`config.mk`:
```
export PLATFORM = sky130hd
export DESIGN_NAME = utc_time_string_parser_unit
export DESIGN_NICKNAME = d
export VERILOG_FILES = /design/src/hdl/utc_pkg.sv /design/src/hdl/utc_in_stage.sv /design/src/hdl/utc_field_acc.sv /design/src/hdl/utc_out_stage.sv /design/src/hdl/utc_time_string_parser_unit.sv
export SDC_FILE = /design/constraint.sdc
export NUM_CORES = 1
export LEC_CHECK = 0
export BUFFER_PORTS_ARGS = -buffer_cell sky130_fd_sc_hd__buf_2
export CORE_ASPECT_RATIO = 1.2
export CORE_UTILIZATION = 40
export CTS_BUF_LIST = sky130_fd_sc_hd__clkbuf_8
export DETAILED_ROUTE_END_ITERATION = 12
export GPL_ROUTABILITY_DRIVEN = 0
export PLACE_DENSITY = 0.68
export SLEW_MARGIN = 0
export SYNTH_ARGS = -nofsm -noshare
export SYNTH_HDL_FRONTEND = slang
export SYNTH_SLANG_ARGS = --single-unit
export TNS_END_PERCENT = 1
```
`constraint.sdc`:
```
create_clock -name clk_i -period 5.6 [get_ports clk_i]
set_clock_uncertainty 0.1 [all_clocks]
set_input_delay 0.56 -clock clk_i [delete_from_list [all_inputs] [get_ports clk_i]]
set_output_delay 0.56 -clock clk_i [all_outputs]
set_load 0.01 [all_outputs]
```
`src/hdl/utc_pkg.sv`:
```
// shared types and character constants for the utc time string parser
// no dependencies
package utc_pkg;

  localparam logic [7:0] CharZero = 8'h30;  // '0'
  localparam logic [7:0] CharNine = 8'h39;  // '9'
  localparam logic [7:0] CharZulu = 8'h5A;  // 'Z'

  localparam logic [3:0] PosSecHi   = 4'd10;  // first seconds byte
  localparam logic [3:0] PosFull    = 4'd12;  // position counter saturates here
  localparam logic [6:0] YearPivot  = 7'd50;
  localparam logic [11:0] YearBase  = 12'd1900;
  localparam logic [11:0] CenturyUp = 12'd100;
  localparam logic [6:0] MonthMax   = 7'd12;

  typedef struct packed {
    logic [7:0] char_byte;
    logic       last_byte;
  } in_item_t;

  typedef struct packed {
    logic        valid_res;
    logic [11:0] year;
    logic [3:0]  month;
    logic [6:0]  day;
    logic [6:0]  hour;
    logic [6:0]  minute;
    logic [6:0]  second;
    logic        utc_zone;
  } out_item_t;

  // handshake between the parse stage and the result register
  typedef struct packed {
    logic done;     // parse stage holds the last byte of a string
    logic advance;  // parse stage item moves on this cycle
  } stage_ctl_t;

  // acc * 10 + d, kept to seven bits
  function automatic logic [6:0] acc_digit(input logic [6:0] acc, input logic [3:0] d);
    logic [10:0] sum;
    sum = {1'b0, acc, 3'b000} + {3'b000, acc, 1'b0} + {7'd0, d};
    return sum[6:0];
  endfunction

endpackage

```
`src/hdl/utc_in_stage.sv`:
```
// input register of the utc time string parser
// depends on utc_pkg
module utc_in_stage (
  input  logic              clk_i,
  input  logic              rst_ni,
  input  logic              in_valid_i,
  output logic              in_stall_o,
  input  utc_pkg::in_item_t in_item_i,
  input  logic              advance_i,
  output logic              valid_o,
  output utc_pkg::in_item_t item_o
);
  import utc_pkg::*;

  logic     valid_q, valid_d;
  in_item_t item_q;

  assign in_stall_o = valid_q & ~advance_i;
  assign valid_d    = in_stall_o ? valid_q : in_valid_i;

  always_ff @(posedge clk_i or negedge rst_ni) begin
    if (!rst_ni) begin
      valid_q <= 1'b0;
    end else begin
      valid_q <= valid_d;
    end
  end

  always_ff @(posedge clk_i) begin
    if (!in_stall_o && in_valid_i) begin
      item_q <= in_item_i;
    end
  end

  assign valid_o = valid_q;
  assign item_o  = item_q;
endmodule

```
`src/hdl/utc_field_acc.sv`:
```
// field accumulators, position counter and result formatting
// depends on utc_pkg
module utc_field_acc (
  input  logic                clk_i,
  input  logic                rst_ni,
  input  logic                valid_i,
  input  utc_pkg::in_item_t   item_i,
  input  logic                advance_i,
  output logic                done_o,
  output utc_pkg::out_item_t  result_o
);
  import utc_pkg::*;

  logic [3:0] pos_q, pos_d;
  logic [6:0] year_q, year_d, month_q, month_d, day_q, day_d;
  logic [6:0] hour_q, hour_d, minute_q, minute_d, second_q, second_d;
  logic       bad_q, bad_d, secnum_q, secnum_d;

  logic       is_digit;
  logic [3:0] dig;
  logic       ok;
  logic [11:0] year_full;

  assign is_digit = (item_i.char_byte >= CharZero) && (item_i.char_byte <= CharNine);
  assign dig      = is_digit ? item_i.char_byte[3:0] : 4'd0;
  assign done_o   = valid_i & item_i.last_byte;

  // next accumulator values with this byte folded in
  always_comb begin
    pos_d    = pos_q;
    year_d   = year_q;
    month_d  = month_q;
    day_d    = day_q;
    hour_d   = hour_q;
    minute_d = minute_q;
    second_d = second_q;
    bad_d    = bad_q;
    secnum_d = secnum_q;
    if (pos_q < PosSecHi) begin
      if (!is_digit) bad_d = 1'b1;
      case (pos_q[3:1])
        3'd0:    year_d   = acc_digit(year_q, dig);
        3'd1:    month_d  = acc_digit(month_q, dig);
        3'd2:    day_d    = acc_digit(day_q, dig);
        3'd3:    hour_d   = acc_digit(hour_q, dig);
        default: minute_d = acc_digit(minute_q, dig);
      endcase
    end else if (pos_q < PosFull) begin
      if (!is_digit) secnum_d = 1'b0;
      second_d = acc_digit(second_q, dig);
    end
    if (pos_q < PosFull) pos_d = pos_q + 4'd1;
  end

  assign ok = (pos_d >= PosSecHi) && !bad_d && (month_d != 7'd0) && (month_d <= MonthMax);
  assign year_full = YearBase + {5'd0, year_d} + ((year_d < YearPivot) ? CenturyUp : 12'd0);

  always_comb begin
    result_o = '0;
    if (ok) begin
      result_o.valid_res = 1'b1;
      result_o.year      = year_full;
      result_o.month     = month_d[3:0];
      result_o.day       = day_d;
      result_o.hour      = hour_d;
      result_o.minute    = minute_d;
      result_o.second    = ((pos_d == PosFull) && secnum_d) ? second_d : 7'd0;
      result_o.utc_zone  = (item_i.char_byte == CharZulu);
    end
  end

  always_ff @(posedge clk_i or negedge rst_ni) begin
    if (!rst_ni) begin
      pos_q    <= '0;
      year_q   <= '0;
      month_q  <= '0;
      day_q    <= '0;
      hour_q   <= '0;
      minute_q <= '0;
      second_q <= '0;
      bad_q    <= 1'b0;
      secnum_q <= 1'b1;
    end else if (valid_i && advance_i) begin
      if (item_i.last_byte) begin
        pos_q    <= '0;
        year_q   <= '0;
        month_q  <= '0;
        day_q    <= '0;
        hour_q   <= '0;
        minute_q <= '0;
        second_q <= '0;
        bad_q    <= 1'b0;
        secnum_q <= 1'b1;
      end else begin
        pos_q    <= pos_d;
        year_q   <= year_d;
        month_q  <= month_d;
        day_q    <= day_d;
        hour_q   <= hour_d;
        minute_q <= minute_d;
        second_q <= second_d;
        bad_q    <= bad_d;
        secnum_q <= secnum_d;
      end
    end
  end
endmodule

```
`src/hdl/utc_out_stage.sv`:
```
// result register with valid/stall handshake
// depends on utc_pkg
module utc_out_stage (
  input  logic                clk_i,
  input  logic                rst_ni,
  input  utc_pkg::stage_ctl_t ctl_i,
  input  utc_pkg::out_item_t  result_i,
  output logic                room_o,
  output logic                out_valid_o,
  input  logic                out_stall_i,
  output utc_pkg::out_item_t  out_item_o
);
  import utc_pkg::*;

  logic      valid_q, valid_d, load;
  out_item_t item_q;

  assign room_o = ~valid_q | ~out_stall_i;
  assign load   = ctl_i.done & ctl_i.advance;

  always_comb begin
    if (load) valid_d = 1'b1;
    else if (!out_stall_i) valid_d = 1'b0;
    else valid_d = valid_q;
  end

  always_ff @(posedge clk_i or negedge rst_ni) begin
    if (!rst_ni) begin
      valid_q <= 1'b0;
    end else begin
      valid_q <= valid_d;
    end
  end

  always_ff @(posedge clk_i) begin
    if (load) begin
      item_q <= result_i;
    end
  end

  assign out_valid_o = valid_q;
  assign out_item_o  = item_q;
endmodule

```
`src/hdl/utc_time_string_parser_unit.sv`:
```
// top level of the utc time string parser: input register, parse stage, result register
// depends on utc_pkg, utc_in_stage, utc_field_acc, utc_out_stage
//
// usage
// - input channel: in_valid_i / in_stall_o carry one character byte per item,
//   with last_byte set on the final character of a time string
// - output channel: out_valid_o / out_stall_i carry one parsed result per string,
//   produced only for the item that has last_byte set
// - result path: the last byte waits in the input register until the result register
//   has room, then the result register loads the parsed result and offers it
// - throughput: one byte per cycle unless a last byte waits on a full, stalled result
//   register; the accumulators update in the cycle the byte leaves the input register
// - a new byte is taken while a finished result still waits in the result register;
//   only a last byte waits on a full, stalled result register
// - stall: out_stall_i holds the result; in_stall_o rises when a last byte is
//   held back, bytes that are not last keep flowing
// - reset: empties both registers and returns all accumulators to the start of a
//   string (seconds marked numeric, position zero)
module utc_time_string_parser_unit (
  input  logic               clk_i,
  input  logic               rst_ni,
  input  logic               in_valid_i,
  output logic               in_stall_o,
  input  utc_pkg::in_item_t  in_item_i,
  output logic               out_valid_o,
  input  logic               out_stall_i,
  output utc_pkg::out_item_t out_item_o
);
  import utc_pkg::*;

  logic       stg_valid;
  in_item_t   stg_item;
  logic       room;
  logic       done;
  out_item_t  result;
  stage_ctl_t ctl;

  // a byte that ends a string needs room in the result register
  assign ctl.done    = done;
  assign ctl.advance = stg_valid & (~stg_item.last_byte | room);

  utc_in_stage u_in (
    .clk_i      (clk_i),
    .rst_ni     (rst_ni),
    .in_valid_i (in_valid_i),
    .in_stall_o (in_stall_o),
    .in_item_i  (in_item_i),
    .advance_i  (ctl.advance),
    .valid_o    (stg_valid),
    .item_o     (stg_item)
  );

  // digit accumulation and result formatting
  utc_field_acc u_acc (
    .clk_i     (clk_i),
    .rst_ni    (rst_ni),
    .valid_i   (stg_valid),
    .item_i    (stg_item),
    .advance_i (ctl.advance),
    .done_o    (done),
    .result_o  (result)
  );

  utc_out_stage u_out (
    .clk_i       (clk_i),
    .rst_ni      (rst_ni),
    .ctl_i       (ctl),
    .result_i    (result),
    .room_o      (room),
    .out_valid_o (out_valid_o),
    .out_stall_i (out_stall_i),
    .out_item_o  (out_item_o)
  );
endmodule

```
# Yosys cells after proc, flatten, opt, wreduce, memory -nomap -nowiden
# Cells that the tools add are included.
[totals]
ff_bits = 105
input_bits = 13
output_inout_bits = 48
[op_classes]
order_cmp = 7
n_mux = 33
n_addsub = 15
n_eq_ne = 6
n_reduce_logical = 13
bitwise_logic = 10
[op_table]
columns = ["op", "n"]
rows = [
  ["two-way mux 7 bit", 20],
  ["two-way mux 46 bit", 1],
  ["adder 7 x 4 -> 7 bit", 6],
  ["adder 7 bit", 6],
  ["adder 11 x 7 -> 12 bit, first input constant", 1],
  ["adder 12 bit", 1],
  ["two-way mux 4 bit", 3],
  ["two-way mux 1 bit", 9],
  ["== test 8 x 7 -> 1 bit, second input constant", 1],
  ["greater-or-equal comparator 8 x 6 -> 1 bit, second input constant", 1],
  ["<= comparator 8 x 6 -> 1 bit, second input constant", 1],
  ["< comparator 4 bit, second input constant", 2],
  ["<= comparator 7 x 4 -> 1 bit, second input constant", 1],
  ["logical AND 1 bit", 7],
  ["< comparator 7 x 6 -> 1 bit, second input constant", 1],
  ["nonzero test 7 bit", 1],
  ["== test 3 x 2 -> 1 bit, second input constant", 2],
  ["adder 4 x 1 -> 4 bit, second input constant", 1],
  ["bitwise AND 1 bit", 4],
  ["== test 4 bit, second input constant", 1],
  ["greater-or-equal comparator 4 bit, second input constant", 1],
  ["NOT 1 bit", 4],
  ["OR reduction 4 bit", 1],
  ["== test 3 x 1 -> 1 bit, second input constant", 1],
  ["other kinds (5)", 7],
]

# Depth between registers and ports, before layout
# Gate-level depths: netlist (run 1).
[depth]
ltp_word = 10
depth_mapped = 21

# Hierarchy
# Synthesis (run 1) repeated with hierarchy kept, for this count alone.
[unflattened]
hier_cells = 572
area_unflattened_um2 = 6190.9
[modules_own_cells]
columns = ["mod", "n_inst", "area_per_inst_um2", "cells_each", "seq_area_each_um2"]
rows = [
  ["utc_field_acc", 1, 4426.7, 506, 1202.4],
  ["utc_out_stage", 1, 1425.1, 50, 1406.3],
  ["utc_in_stage", 1, 327.8, 14, 295.3],
  ["utc_time_string_parser_unit", 1, 11.3, 2, 0.0],
]

# Worst setup path after synthesis (run 1)
# Ideal clock, no wire load.
[synth_path]
path_kind = "flip-flop to flip-flop"
from = "reg u_in.item_q (netlist bit u_in.item_o[8])"
to = "reg u_out.item_q (netlist bit u_out.out_item_o[40]) (data pin)"
setup_ps = 255
required_time_ps = 5245
path_stages_with_launch = 21
arrival_ps = 4800
period_less_slack_ps = 5155
path_slack_ps = 445
cell_sequence = "edfxtp_1 -> and4bb_1 -> and3_1 -> clkbuf_1 -> xor2_1 -> ha_1 -> fa_1 -> xnor2_1 -> o21ai_0 -> ha_1 -> o21ai_0 -> mux2i_1 -> nor2_1 -> o21ai_0 -> ha_1 -> inv_1 -> ha_1 -> fa_1 -> a31o_1 -> ha_1 -> and3_1"
[synth_between]
elab_chain_len = 9
word_cells_on_any_way = 22
[synth_rtl]
columns = ["element", "line", "rtl"]
rows = [
  ["start, declared", "utc_in_stage.sv:16", "in_item_t item_q;"],
  ["start signal, assigned", "utc_in_stage.sv:31", "item_q <= in_item_i;"],
  ["greater-or-equal comparator 8 x 6 -> 1 bit or <= comparator 8 x 6 -> 1 bit (tied branches)", "utc_field_acc.sv:24", "assign is_digit = (item_i.char_byte >= CharZero) && (item_i.char_byte <= CharNine);"],
  ["logical AND 1 bit *", "utc_field_acc.sv:24", ""],
  ["two-way mux 4 bit *", "utc_field_acc.sv:25", "assign dig = is_digit ? item_i.char_byte[3:0] : 4'd0;"],
  ["adder 7 x 4 -> 7 bit *", "utc_pkg.sv:41", "sum = {1'b0, acc, 3'b000} + {3'b000, acc, 1'b0} + {7'd0, d};"],
  ["two-way mux 7 bit *", "utc_field_acc.sv:41", "case (pos_q[3:1])"],
  ["two-way mux 7 bit *", "utc_field_acc.sv:39", "if (pos_q < PosSecHi) begin"],
  ["< comparator 7 x 6 -> 1 bit", "utc_field_acc.sv:56", "assign year_full = YearBase + {5'd0, year_d} + ((year_d < YearPivot) ? CenturyUp : 12'd0);"],
  ["two-way mux 7 bit", "utc_field_acc.sv:56", ""],
  ["adder 12 bit *", "utc_field_acc.sv:56", ""],
  ["net u_acc.year_full[7]", "utc_field_acc.sv:22", "logic [11:0] year_full;"],
  ["end signal, assigned", "utc_out_stage.sv:37", "item_q <= result_i;"],
  ["end, declared", "utc_out_stage.sv:16", "out_item_t item_q;"],
]
# Mark *: on every way through the listed nets, which the timed path passes. The rest lies on a longest branch.
# A chain may end at the register's enable or synchronous reset.

# Worst setup path in the final report (run 1)
# Same ends and word-level chain as after synthesis.

==> results.md, run 1 <==
- Yosys top cell by area: edfxtp_1
- Inserted Clock Buffers: 9
- Worst-path clk slew: 100 ps
- # IOs: 61
- Count of TritonRoute iterations in the first routing pass: 4
- RSZ-0062 raised after global routing: no
- Leak: 0.003209 µW
- Fillers: 1,460
- Most numerous cell in the Yosys netlist: nand2_1
- FP Rows: 49
- Final wirelength: 13.41 mm
- # setup viols final: 0
- Port-buffer cells: 60
- Hold slack: 224.3 ps
- Req. time, crit path: 5640 ps
- P per Cell Area: 249.2 mW/mm²
- Global routing met3 resource utilization: 0.02787
- Placed insts: 828
- Most frequent cells after synthesis: nand2_1 (68), ha_1 (62), edfxtp_1 (55), dfrtp_1 (49), nor2_1 (45)
- Reg2Reg Setup Slack: 540 ps
- FF-to-FF End: u_out.out_item_o[40]
- Setup_tns: 0 ps
- Ys async rst share: 0.4762
- Max cap viols: 0
- Worst Setup End Kind: register
- Synth area leaders: edfxtp_1 (26%), dfrtp_1 (19%), ha_1 (12%)
- Multi-input gate area: 0.003169 mm²
- Die width: 116.6 µm
- H-tree depth: 3
- Reg2Reg Depth: 20
- GRT Overall Usage: 0.1733
- Global Route met2 Usage: 0.2859
- Startpoint class of the critical path: register
- Syn_nets: 669
- Core area: 0.01520 mm²
- # resized after CTS: 0
- DR iter-0 viols: 294
- GRT busiest layer: met2
- Synth top area share: 0.2622
- # nets final: 717
- Die H: 139.5 µm
- Antenna Nets Post-Route: 0
- Reg-to-Reg Start: u_in.item_o[8]
- Yosys cell types: 64
- Avg Inst Size Synth: 10.73 µm²
- Clk_lat worst skew: 370 ps
- Clk root buf: clkbuf_8
- Initial core utilization: 0.4143
- Area Growth Syn to Fin: 10.65%
- CTS Sinks: 105
- Fmax: 197.6 MHz
- Crit path time final: 5061 ps
- Maximum fanout along the worst path: 6
- DR WL/cell: 15.90 µm
- First-pass GRT wire length: 21.94 mm
- Final period utilization: 0.9037
- Hold Violations, Final: 0
- Slew headroom: 0.2863
- Maximum root-to-sink buffer count: 2
- Met1 usage: 0.2253
- Post-synth top flop: edfxtp_1
- Initial antenna violation count: 0
- Largest net degree at the start of global routing: 51
- Finished Layout Cells: 843
- Post-CTS setup buffer count: 0
- Remaining DRCs: 0
- Mapped cell area: 0.006299 mm²
- Post-synthesis sequential area ratio: 0.4611
- Slew @ Worst Pin: 1068 ps
- CTS tree: yes
- CP arrival: 5100 ps
- Storage cell area: 0.002904 mm²
- Status: finished, final reports clean
- WS Path Type: register to register
- Vias in the first global route: 4,533
- Total gr overflow: 0
- Antenna fix cells: 0
- Post-layout util: 0.4584
- Post-DP Area: 0.006760 mm²
- DP Wirelength: 9.492 mm
- Synthesized flop and latch total: 105
- Worst VDD drop: 0.09890 mV
- Post-CTS Hold Fix Bufs: 0
- Share of layout cells above drive strength 1: 0.1549
- Fin area: 0.006969 mm²
- Final Max Tran Viols: 0
- Routed vias: 4,561
- Mapped Cells: 587
- Syn. warnings: 0
- Die ar.: 0.01625 mm²
- Hold Path Class: primary input to asynchronous set/reset pin
- Via/cell ratio: 5.410
- EDFF count, synth: 55
per-layer routing:
| metal | wire (µm) | vias up |
|---|---|---|
| met3 | 551 | 27 |
| met2 | 6524 | 121 |
| met5 | 0 | - |
| met1 | 5982 | 2218 |
| met4 | 348 | 0 |
| li1 | - | 2195 |
where the power goes:
part | total, µW | internal [µW] | switching, µW
Sequential | 899 | 854 | 45.5
Combinational | 330 | 134 | 196
Clock | 507 | 248 | 259
Total | 1740 | 1240 | 501
logic make-up after synthesis:
kind of cell	count (synthesis)	synth area share
xor gates and xnor gates	30	0.04609
adders and majority gates	69	0.1454
AOI/OAI and AO/OA	141	0.1444
and+or+nand+nor	172	0.1345
muxes	19	0.03258
DFF	105	0.4611
buffers and inverters	51	0.03595
state kept, by name, summed over array words and instances, names as in the netlist, 7 cells and up:
register          flops
u_acc.day_q           7
u_acc.month_q         7
u_acc.second_q        7
u_acc.minute_q        7
u_in.item_o           9
u_acc.hour_q          7
u_out.out_item_o     46
u_acc.year_q          7
worst max path at each step:
| stage | end | slack (ps) | depth (start not counted) | from |
|---|---|---|---|---|
| floorplan | u_out.out_item_o[40] | 440 | 20 | u_in.item_o[8] |
| global placement | u_out.out_item_o[40] | 830 | 20 | u_in.item_o[8] |
| detailed placement | u_out.out_item_o[40] | 570 | 20 | u_in.item_o[8] |
| CTS | u_out.out_item_o[40] | 560 | 20 | u_in.item_o[8] |
| global route | u_out.out_item_o[40] | 220 | 20 | u_in.item_o[8] |
| finish | u_out.out_item_o[40] | 540 | 20 | u_in.item_o[8] |
placed cells by master (no fill, tap or decap), drive strengths merged, types with 4 or more instances in the layout:
cell type / n
edfxtp: 55
a32o: 6
a22o: 5
a21oi: 42
a21boi: 6
inv: 22
nor2b: 5
nor3: 4
nand2b: 8
dfrtp: 49
ha: 62
clkbuf: 9
fa: 7
xnor2: 15
and3: 11
mux2i: 17
xor2: 13
a211oi: 5
buf: 67
nand3: 6
nand2: 69
a221oi: 4
o21ai: 46
and2: 6
nor2: 45
a21o: 14
worst max-delay path, stage by stage (launching register included):
cell	delay (ps)
edfxtp_1	400
and4bb_1	370
and3_1	240
xor2_1	180
ha_1	290
fa_1	490
xnor2_1	150
o21ai_0	170
buf_4	170
ha_1	160
o21ai_0	90
mux2i_1	230
nor2_1	70
o21ai_0	240
ha_1	200
inv_1	40
ha_1	200
fa_1	410
a31o_1	220
ha_1	260
and3_1	130
final cells by class:
| class | instances | share of cell area |
|---|---|---|
| sequential | 105 | 0.4167 |
| inverter | 21 | 0.01131 |
| clock inverter | 6 | 0.01221 |
| tap | 204 | 0.03662 |
| timing repair buffer | 67 | 0.05063 |
| clock buffer | 9 | 0.01777 |
| multi-input combinational | 431 | 0.4548 |
stage by stage:
step	setup WS (ps)	total power (µW)
6_report	539.0	1737
5_1_grt	218.1	1823
4_1_cts	561.7	1745
3_5_place_dp	570.3	1244
3_3_place_gp	831.9	1229
2_1_floorplan	444.9	1156
Note: power is estimated with default switching activity, not from simulation.
==> inputs of run 2 (changes only) <==
Settings changed: CORE_MARGIN set to 5, SYNTH_HIERARCHICAL set to 1.
==> results.md, run 2 <==
- Status: finished, final reports clean
- Max cap viols: 0
- Clock Power Share: 0.278
- Most frequent CP cell: inv_1
- Mapped cell area: 0.006191 mm²
- Slew headroom: 0.1817
- Global routing met3 resource utilization: 0.02747
- Hold Path Class: primary input to asynchronous set/reset pin
- Port-buffer cells: 60
- WS Path Type: register to register
- Inserted Clock Buffers: 9
- Max FFs per register: 46
- Worst Setup End Kind: register
- Sw frac: 0.2994
- Commonest non-fill, non-tap cells in the layout: nand2_1 (65), buf_2 (60), edfxtp_1 (55)
- Synthesized flop and latch total: 105
- Cell family with most CP delay: adder cells
- Most frequent cells after synthesis: nand2_1 (65), edfxtp_1 (55), ha_1 (51), dfrtp_1 (49), nor2_1 (47)
- Yosys cell types: 61
- # setup viols final: 0
- Die H: 146.3 µm
- Req. time, crit path: 5650 ps
- Combinational family with the most area after synthesis: adder cells
- Most numerous cell in the Yosys netlist: nand2_1
- Die width: 123.6 µm
- DR iter-0 viols: 322
- Synth top area share: 0.2668
- Maximum fanout along the worst path: 5
- Slew @ Worst Pin: 1227 ps
- Hold Violations, Final: 0
- Cell Chain, Critical Path: nor4bb_4 > and2_2 > nand2_1 > fa_1 > inv_1 > fa_1 > xnor2_1 > nor2_1 > a21oi_2 > inv_1 > ha_1 > o21ai_0 > mux2i_1 > nor2_1 > o21ai_0 > ha_1 > inv_1 > ha_1 > inv_1 > fa_1 > inv_1 > a31o_2 > ha_1 > and3_1
- Worst VDD drop: 0.1157 mV
- Initial core utilization: 0.4105
- DP Wirelength: 9.719 mm
- Cell count along the critical path: 24
- Clk_lat worst skew: 380 ps
- Fin area: 0.006882 mm²
- Commonest non-fill, non-tap cell in the layout: nand2_1
- Post-synthesis sequential area ratio: 0.4691
- GRT Overall Usage: 0.1544
- CP arrival: 5260 ps
- GRT busiest layer: met2
- Yosys top cell by area: edfxtp_1
- CTS Sinks: 105
- Maximum root-to-sink buffer count: 2
- P per Cell Area: 244.7 mW/mm²
- P_sw: 504.1 µW
- Area Growth Syn to Fin: 11.16%
- Worst slack at placement: 139.7 ps
- Final Max Tran Viols: 0
- Die ar.: 0.01808 mm²
- Clk root buf: clkbuf_8
- CTS tree: yes
- Routed vias: 4,473
- Worst setup path endpoint: u_out/out_item_o[40]
- Logic gate share of total power: 0.190
- # nets final: 702
- Buf+Inv Stages, Crit Path: 5
- Reg2Reg Setup Slack: 390 ps
- Portion of netlist area occupied by mux cells: 0.02344
- Startpoint class of the critical path: register
- Compound-gate portion of the synthesized area: 0.1429
- Met1 usage: 0.1892
- Global Route met2 Usage: 0.2590
- Post-synth top flop: edfxtp_1
- Final wirelength: 13.58 mm
- CP Launch Point: u_in/item_o[7]
- Crit path time final: 5215 ps
- Vias in the first global route: 4,628
- Remaining DRCs: 0
- Reg-to-Reg Start: u_in/item_o[7]
- Antenna Nets Post-Route: 0
- Via/cell ratio: 5.363
- H-tree depth: 3
- Internal cell power: 1180 µW
- Total power: 1684 µW
- Synth Area in XOR/XNOR: 0.04325
- Ys async rst share: 0.4762
- Avg Inst Size Synth: 10.82 µm²
- # IOs: 61
- Crit-path max cell delay: 500 ps
- Fin worst setup slack: 385.2 ps
- FP Rows: 49
- Hold slack: 180.5 ps
- Total gr overflow: 0
- Final period utilization: 0.9312
- Syn_nets: 649
- Share of layout cells above drive strength 1: 0.1619
- Syn. warnings: 6
- Post-DP Area: 0.006659 mm²
- EDFF count, synth: 55
- Setup_tns: 0 ps
- Fmax: 191.8 MHz
- RSZ-0062 raised after global routing: no
- Post-Synth Adder-Cell Area: 0.1451
- FF-to-FF End: u_out/out_item_o[40]
- Mapped Cells: 572
- Flop pwr share: 0.532
- Simple-gate share of the synthesized area: 0.1370
- Slowest CP cell: fa_1
- Reg2Reg Depth: 24
- Worst-path clk slew: 100 ps
- Synth area leaders: edfxtp_1 (27%), dfrtp_1 (20%), ha_1 (10%)
- Leak: 0.003076 µW
- Antenna fix cells: 0
- First-pass GRT wire length: 22.22 mm
- DR WL/cell: 16.28 µm
- Count of TritonRoute iterations in the first routing pass: 4
- Core area: 0.01508 mm²
- Largest net degree at the start of global routing: 51
- Initial antenna violation count: 0
[run 2: cell count changes after synthesis, sizes merged, moves of 4 or more]
cell and change:
inv +13, ha -11, o21ai -11, a21o -7
fa +6, a21boi -5, a32o +5, and3 -5
buf -5, a21oi +4, mux2i -4
[run 2: area by class of cell]
cell class / count / area (µm²)
tap: 204 / 255.2
clock buffer: 10 / 137.6
multi-input combinational: 410 / 3069
clock inverter: 6 / 53.80
sequential: 105 / 2904
inverter: 35 / 131.4
timing repair buffer: 64 / 330.3
fill: 1451 / 8200
[run 2: worst min path at each step]
stage	endpoint	slack, ps	startpoint
3_3_place_gp	u_acc/month_q[6]	360	u_acc/month_q[6]
2_1_floorplan	u_acc/bad_q	160	rst_ni
6_report	u_acc/year_q[5]	180	rst_ni
5_1_grt	u_in/item_o[7]	230	in_item_i[7]
3_5_place_dp	u_acc/month_q[6]	360	u_acc/month_q[6]
4_1_cts	u_acc/year_q[3]	200	rst_ni
[run 2: metrics by stage]
stage / instances / util
after detailed placement: 817 / 0.4415
after global routing: 834 / 0.4563
final: 834 / 0.4563
after CTS: 833 / 0.4542
after floorplan: 572 / -
after global placement: 817 / 0.4415
[run 2: cells by family after synthesis]
group	count (synthesis)
and+or+nand+nor	171
muxes	14
xor gates and xnor gates	29
DFF	105
adders and majority gates	64
buffers and inverters	57
AOI/OAI and AO/OA	132
[run 2: power groups by stage]
stage | sequential, µW | clock (µW) | combinational (µW)
floorplan | 903 | 0 | 238
global placement | 909 | 0 | 308
finish | 896 | 468 | 320
global route | 902 | 508 | 358
detailed placement | 911 | 0 | 318
CTS | 895 | 485 | 319
[run 2: metal layers]
| layer | vias up | wire, µm | share of wire |
|---|---|---|---|
| met5 | - | 0 | 0 |
| met4 | 0 | 446 | 0.033 |
| met3 | 34 | 546 | 0.040 |
| met2 | 99 | 6696 | 0.49 |
| met1 | 2204 | 5887 | 0.43 |
| li1 | 2136 | - | - |
[run 2: repair_timing]
| item | in CTS | in global routing |
|---|---|---|
| buffers inserted | 0 | 1 |
| gates resized for setup | 0 | 6 |
| hold buffers | 0 | 0 |
| setup endpoints to repair | 0 | 4 |
